[src/sv/qdc_pkg.sv]
package qdc_pkg;

    localparam int BINS     = 4096;
    localparam int CHANNELS = 32;
    localparam int MODULES  = 16;
    localparam int BIN_W    = 12;
    localparam int CH_W     = 5;
    localparam int MOD_W    = 4;

    localparam logic [2:0] TYPE_HEADER = 3'd2;
    localparam logic [2:0] TYPE_DATA   = 3'd0;
    localparam logic [2:0] TYPE_END    = 3'd4;
    localparam logic [2:0] TYPE_FILLER = 3'd6;

    localparam logic [2:0] ACT_WORD     = 3'd0;
    localparam logic [2:0] ACT_CH_BIN   = 3'd1;
    localparam logic [2:0] ACT_MOD_BIN  = 3'd2;
    localparam logic [2:0] ACT_CH_CNT   = 3'd3;
    localparam logic [2:0] ACT_MOD_CNT  = 3'd4;
    localparam logic [2:0] ACT_TOTAL    = 3'd5;

    localparam logic [1:0] KIND_EVENT = 2'd0;
    localparam logic [1:0] KIND_ERROR = 2'd1;
    localparam logic [1:0] KIND_READ  = 2'd2;

    localparam logic [1:0] PH_HEADER = 2'd0;
    localparam logic [1:0] PH_DATA   = 2'd1;
    localparam logic [1:0] PH_END    = 2'd2;

    localparam logic REG_CHANNEL_MODE  = 1'b0;
    localparam logic REG_RECORD_EVENTS = 1'b1;

    typedef struct packed {
        logic        start;
        logic [23:0] operand;
    } sqrt_req_t;

    typedef struct packed {
        logic        busy;
        logic        done;
        logic [11:0] root;
    } sqrt_rsp_t;

endpackage

[src/sv/qdc_sqrt.sv]
module qdc_sqrt (
    input  logic               clk,
    input  logic               rst_n,
    input  qdc_pkg::sqrt_req_t req,
    output qdc_pkg::sqrt_rsp_t rsp
);

    logic [23:0] rem_reg, rem_next;
    logic [23:0] root_reg, root_next;
    logic [23:0] bit_reg, bit_next;
    logic        busy_reg, busy_next;
    logic        done_reg, done_next;
    logic [23:0] trial;

    assign trial = root_reg + bit_reg;

    always_comb
    begin
        rem_next  = rem_reg;
        root_next = root_reg;
        bit_next  = bit_reg;
        busy_next = busy_reg;
        done_next = 1'b0;
        if (req.start)
        begin
            rem_next  = req.operand;
            root_next = '0;
            bit_next  = 24'h40_0000;
            busy_next = 1'b1;
        end
        else if (busy_reg)
        begin
            if (rem_reg >= trial)
            begin
                rem_next  = rem_reg - trial;
                root_next = (root_reg >> 1) + bit_reg;
            end
            else
            begin
                root_next = root_reg >> 1;
            end
            bit_next = bit_reg >> 2;
            if (bit_reg[0])
            begin
                busy_next = 1'b0;
                done_next = 1'b1;
            end
        end
    end

    always_ff @(posedge clk or negedge rst_n)
    begin
        if (!rst_n)
        begin
            busy_reg <= 1'b0;
            done_reg <= 1'b0;
        end
        else
        begin
            busy_reg <= busy_next;
            done_reg <= done_next;
        end
    end

    always_ff @(posedge clk)
    begin
        rem_reg  <= rem_next;
        root_reg <= root_next;
        bit_reg  <= bit_next;
    end

    assign rsp.busy = busy_reg;
    assign rsp.done = done_reg;
    assign rsp.root = root_reg[11:0];

endmodule

[config.mk]
export PLATFORM = sky130hd
export DESIGN_NAME = qdc_sqrt
export DESIGN_NICKNAME = d
export VERILOG_FILES = /design/src/sv/qdc_pkg.sv /design/src/sv/qdc_sqrt.sv
export SDC_FILE = /design/constraint.sdc
export NUM_CORES = 1
export LEC_CHECK = 0
export BUFFER_PORTS_ARGS = -buffer_cell sky130_fd_sc_hd__buf_2
export CORE_ASPECT_RATIO = 1.4
export CORE_MARGIN = 8
export CORE_UTILIZATION = 40
export CTS_CLUSTER_SIZE = 12
export DETAILED_ROUTE_END_ITERATION = 7
export SETUP_SLACK_MARGIN = 0.3
export SKIP_CTS_REPAIR_TIMING = 1
export SLEW_MARGIN = 20
export SYNTH_ARGS = -nofsm -noshare
export SYNTH_HDL_FRONTEND = slang
export SYNTH_SLANG_ARGS = --single-unit
export TNS_END_PERCENT = 50
[constraint.sdc]
create_clock -name clk -period 4.7 [get_ports clk]
set_input_delay 0.705 -clock clk [delete_from_list [all_inputs] [get_ports clk]]
set_output_delay 0.705 -clock clk [all_outputs]
set_load 0.02 [all_outputs]
==> reports/qor.yml, run 1 <==
finish:
  multi_input_area_sq_mm: 0.00381
  seq_area_sq_mm: 0.00151
  drive_gt1_share_pct: 19.5
  area_growth_pct: 19.3
  finalNetCount: 767
  final_common_cell: "nand2_1"
  n_fill_cell: 1253
  diodes: 0
  finalNonFillerCells: 876
  layout_common_cells: "nand2_1 (64), nor2_1 (61), o21ai_0 (54), a21oi_1 (45), ha_1 (43)"
yosys:
  syn_area_sq_mm: 0.00531
  ys_ff_latch: 62
  synth-main-ff-cell: "dfxtp_1"
  synth_cell_types: 62
  yosysWarnings: 0
  synth.net_count: 726
  synth-async-reset-ratio_pct: 3.23
  synth_edf_count: 24
  syn_inst: 648
  yosysSeqAreaShare_pct: 28.1
  syn_area_per_cell_sq_um: 8.19
place:
  place_hpwl_mm: 10.7
  io_buffers: 40
  gp_congestion: 0.908
  dp_cells: 840
critical_path:
  critical_path_peak_fanout: 6
  cp.required_ps: 4950
  crit_chain: "ha_4 -> nand3_4 -> a2111oi_4 -> buf_4 -> and3b_1 -> o31a_1 -> a31o_2 -> a31oi_1 -> xor2_1 -> ha_1 -> and2_4 -> nand3_4 -> or3_1 -> o41a_1 -> and2_4 -> or3_4 -> a311oi_2"
  worst_r2r_path_depth: 17
  r2r-end: "root_reg[3]"
  reg2reg_setup_slack_ps: 210
  arrival_ps: 4740
  start_kind: "flip-flop"
  crit_slowest_cell: "o41a_1"
  worstSetupEndpointType: "flip-flop"
  worstReg2RegStart: "bit_reg[2]"
  criticalPathCategory: "reg -> reg"
  max_stage_delay_ps: 480
drt:
  wire_per_inst_um: 17.1
  dr.pass1.iters: 5
  vias: 4952
  drc: 0
  vias_per_cell: 5.65
  drt_iter0_drc: 331
  wirelength_mm: 15.0
  detail-route-antenna-nets: 0
clocking:
  clock-sinks: 62
  max-clock-path-buffers: 2
  clk_latency_ps: 340
  numCtsBuffers: 9
  cts_tree: "built"
  clockRootBuffer: "clkbuf_16"
  cts_htree_levels: 3
  clk_pin_slew_worst_paths_ps: 60
floorplan:
  fp.dieArea_sq_mm: 0.0173
  boundaryPins: 41
  core-area_sq_mm: 0.0132
  row_count: 50
  fp.dieW_um: 113
  initial_core_util_pct: 40.2
  die_y_um: 152
sta:
  worst_clock_skew_ps: 10.5
  worstMarginPinSlew_ps: 1180
  rsz0062_at_grt: "yes"
  slew_violations: 0
  min_period_ps: 4490
  fin_crit_sh_pct: 95.5
  fin_setup_tns_ps: 0
  max_freq_mhz: 223
  slew_headroom_pct: 21.5
  finalSetupViolations: 0
  finalHoldViolCount: 0
global_route:
  antenna_found_initial: 0
  grt_pass1_wl_mm: 23.0
  gr-usage-all-layers_pct: 16.4
  gr-total-overflow: 0
  grt_pass1_vias: 4727
  grt_max_degree: 42
min_path:
  hp-class: "in -> async"
power:
  switching_share_pct: 44.4
  power_frac_comb_pct: 59.1
  powerDensity_mw_per_mm2: 593
  p_int_uw: 2090
  p_sw_uw: 1670
  p_leak_uw: 0.00253
  ir_drop_mv: 0.229
  p_seq_share_pct: 23.3
  pwr-share-clk_pct: 17.7
job:
  drv_cap: 0
outcome:
  status: "finished clean"
## metrics by stage
step / utilization (%) / hold slack, ps / total power [uW] / setup slack, ps / instance area [sq um]
floorplan: - / 409 / 2320 / 410 / 5320
global placement: 42.6 / 490 / 2730 / 142 / 5620
detailed placement: 42.6 / 493 / 2760 / 68.8 / 5620
CTS: 44.8 / 132 / 3450 / 29.9 / 5920
global route: 48.0 / 134 / 4030 / 39.6 / 6340
finish: 48.0 / 142 / 3760 / 212 / 6340
## metal layers
layer | wire length, um | track usage (%) | part of all wire [%]
met3 | 527 | 2.14 | 3.5
met4 | 507 | 8.15 | 3.4
met5 | 0 | 0 | 0
met2 | 7850 | 29.9 | 52
met1 | 6080 | 18.0 | 41
## cell families (layout without fill, tap and decap cells)
| family | after synthesis | count (layout) | synth area share (%) |
|---|---|---|---|
| buf+inv | 64 | 105 | 5.80 |
| xor+xnor | 47 | 47 | 7.75 |
| compound gates | 211 | 211 | 25.9 |
| flops | 62 | 62 | 28.1 |
| simple gates | 197 | 202 | 17.3 |
| fa+ha+maj | 51 | 51 | 12.2 |
| mux | 16 | 16 | 3.04 |
## synth_stat cells (all sizes together), types with 4 or more instances
cell	n	area [sq um]
inv	19	71.3
nand2b	10	62.6
mux2i	15	150
a211oi	16	120
ha	50	626
xor2	21	184
nor2	61	229
a21o	18	135
and3	4	25.0
a21oi	47	235
xnor2	26	228
clkbuf	24	91.3
a221oi	4	35.0
o21bai	5	37.5
or3	6	37.5
buf	21	145
o31ai	7	52.6
nand4	9	56.3
or2	4	25.0
o21ai	55	275
a311oi	10	87.6
nor2b	6	37.5
nand2	67	259
and2	6	42.5
nor3	7	35.0
nand3	10	55.1
edfxtp	24	721
a31oi	14	87.6
dfxtp	36	721
o21a	4	30.0
## layout make-up
| type | count | share of cell area [%] |
|---|---|---|
| clock buffer | 12 | 4.23 |
| timing repair buffer | 70 | 6.71 |
| tap | 182 | 3.59 |
| inverter | 19 | 1.13 |
| clock inverter | 4 | 0.415 |
| sequential | 62 | 23.8 |
| multi-input combinational | 527 | 60.1 |
## worst max-delay path by stage
stage / from / end / slack [ps] / cells after the start
6_report: bit_reg[2] / root_reg[3] / 210 / 17
4_1_cts: root_reg[8] / root_reg[3] / 30 / 17
2_1_floorplan: root_reg[2] / rem_reg[0] / 410 / 18
5_1_grt: bit_reg[2] / root_reg[15] / 40 / 17
3_5_place_dp: root_reg[8] / root_reg[3] / 70 / 17
3_3_place_gp: root_reg[8] / root_reg[7] / 140 / 17
## critical path: cells and delay by family, from the launching register on
kind	cells	cell delay (ps)
compound gates	6	1570
simple gates	7	1490
fa+ha+maj	2	640
flops	1	350
buf+inv	1	170
xor+xnor	1	170
## power groups by stage
stage / registers (uW) / clock network [uW] / logic (uW)
2_1_floorplan: 836 / 0 / 1490
3_3_place_gp: 875 / 0 / 1860
3_5_place_dp: 880 / 0 / 1880
4_1_cts: 872 / 671 / 1900
5_1_grt: 896 / 695 / 2440
6_report: 875 / 664 / 2220
No activity file was read; power rests on OpenSTA's default activity.
==> inputs of run 2 (changes only) <==
- CORE_UTILIZATION: 40 -> 30
- REMOVE_ABC_BUFFERS: not set -> 1
==> run 2 against run 1 <==
Compared with the run above:
- cell count rose by 6.4%
- total power fell by 2.0%
- register-to-register slack got worse by 30 ps
- die area rose by 29%
- largest cell class unchanged
==> reports/qor.yml, run 2 (synthesized netlist as in run 1, its figures left out) <==
clocking:
  cts_htree_levels: 3
  clk_pin_slew_worst_paths_ps: 60
  clockRootBuffer: "clkbuf_16"
  clock-sinks: 62
  max-clock-path-buffers: 2
  clk_latency_ps: 340
  numCtsBuffers: 9
  cts_tree: "built"
critical_path:
  crit_slowest_cell: "o41a_1"
  worst_r2r_path_depth: 18
  crit_chain: "ha_4 -> nand3_4 -> a2111oi_4 -> buf_4 -> and3b_1 -> o31a_1 -> a31o_2 -> a31oi_2 -> xor2_1 -> ha_1 -> and2_4 -> nand3_4 -> or3_4 -> o41a_1 -> nand2_4 -> buf_4 -> nor2_1 -> o32ai_1"
  reg2reg_setup_slack_ps: 180
  worstSetupEndpointType: "flip-flop"
  arrival_ps: 4720
  critical_path_peak_fanout: 10
  r2r-end: "root_reg[4]"
  criticalPathCategory: "reg -> reg"
  start_kind: "flip-flop"
  max_stage_delay_ps: 500
  worstReg2RegStart: "bit_reg[2]"
  cp.required_ps: 4900
finish:
  layout_common_cells: "nand2_1 (64), nor2_1 (61), o21ai_0 (52), a21oi_1 (44), ha_1 (43)"
  diodes: 0
  area_growth_pct: 20.1
  drive_gt1_share_pct: 19.8
  finalNonFillerCells: 932
  n_fill_cell: 1793
  final_common_cell: "nand2_1"
  multi_input_area_sq_mm: 0.00374
  finalNetCount: 770
  seq_area_sq_mm: 0.00151
global_route:
  antenna_found_initial: 0
  gr-usage-met3_pct: 2.12
  gr-total-overflow: 0
  met2_usage_pct: 24.3
  grt_max_degree: 44
  grt_pass1_wl_mm: 24.3
  use_met1_pct: 15.4
  top_usage_layer: "met2"
  gr-usage-all-layers_pct: 13.6
  grt_pass1_vias: 4818
floorplan:
  fp.dieArea_sq_mm: 0.0223
  fp.dieW_um: 128
  initial_core_util_pct: 30.6
  row_count: 57
  core-area_sq_mm: 0.0173
  die_y_um: 173
  boundaryPins: 41
place:
  place_hpwl_mm: 11.4
  dp_cells: 900
  io_buffers: 40
  place_ws_ps: 92.5
  gp_congestion: 0.897
sta:
  finalHoldViolCount: 0
  fin_setup_tns_ps: 0
  setup_slack_ps: 179
  rsz0062_at_grt: "yes"
  fin_crit_sh_pct: 96.2
  slew_headroom_pct: 52.5
  worstMarginPinSlew_ps: 712
  worst_clock_skew_ps: 6.64
  min_period_ps: 4520
  holdWs_ps: 136
  slew_violations: 0
  finalSetupViolations: 0
  max_freq_mhz: 221
drt:
  wire_per_inst_um: 16.8
  drc: 0
  dr.pass1.iters: 4
  detail-route-antenna-nets: 0
  wirelength_mm: 15.6
  drt_iter0_drc: 226
  vias_per_cell: 5.29
  vias: 4933
power:
  powerDensity_mw_per_mm2: 578
  ir_drop_mv: 0.310
  p_leak_uw: 0.00254
min_path:
  hp-class: "in -> async"
job:
  drv_cap: 0
outcome:
  status: "finished clean"
run 2: cell count changes in the layout (fill, tap and decap cells not counted), moves of 2 or more:
cell and change:
o21ai_0 -2, nand2_2 +2, dfxtp_2 -2, o21ai_1 +2, dfxtp_1 +2, nand2_8 -5
buf_4 +4
run 2: how the worst max path moves through the flow:
stage,from,depth (start not counted),endpoint,slack [ps]
6_report,bit_reg[2],18,root_reg[4],180
4_1_cts,bit_reg[2],17,root_reg[7],50
3_3_place_gp,bit_reg[2],17,root_reg[3],170
3_5_place_dp,bit_reg[2],17,root_reg[7],90
5_1_grt,bit_reg[2],17,root_reg[11],20
2_1_floorplan,root_reg[2],16,rem_reg[0],-40
run 2: power by group:
group	switching (uW)	internal (uW)	total (uW)	leakage (uW)
Clock	247	382	629	0.000139
Combinational	1260	929	2190	0.00183
Sequential	102	763	865	0.000567
run 2: per-layer routing:
metal / share of wire, % / up-vias / routed length, um
met3: 3.0 / 25 / 467
met2: 52 / 101 / 8160
li1: - / 2464 / -
met1: 42 / 2343 / 6630
met5: 0 / - / 0
met4: 2.3 / 0 / 361
run 2: metrics by stage:
stage | cell area (sq um) | utilization, % | power (uW)
floorplan | 5070 | - | 2240
global route | 6380 | 36.8 | 3940
finish | 6380 | 36.8 | 3680
CTS | 6000 | 34.6 | 3440
global placement | 5730 | 33.1 | 2780
detailed placement | 5730 | 33.1 | 2790
run 2: final cells by class:
cell class                      count  area share, %
Clock inverter                      3          0.275
Clock buffer                       12           4.02
Multi-Input combinational cell    524           58.7
Tap cell                          236           4.63
Sequential cell                    62           23.6
Inverter                           19           1.12
Timing Repair Buffer               76           7.63
run 2: critical path: cells and delay by family, from the launching register on:
| kind | cells | cell delay, ps |
|---|---|---|
| buf+inv | 2 | 360 |
| xor+xnor | 1 | 170 |
| fa+ha+maj | 2 | 650 |
| compound gates | 6 | 1770 |
| flops | 1 | 360 |
| simple gates | 7 | 1060 |
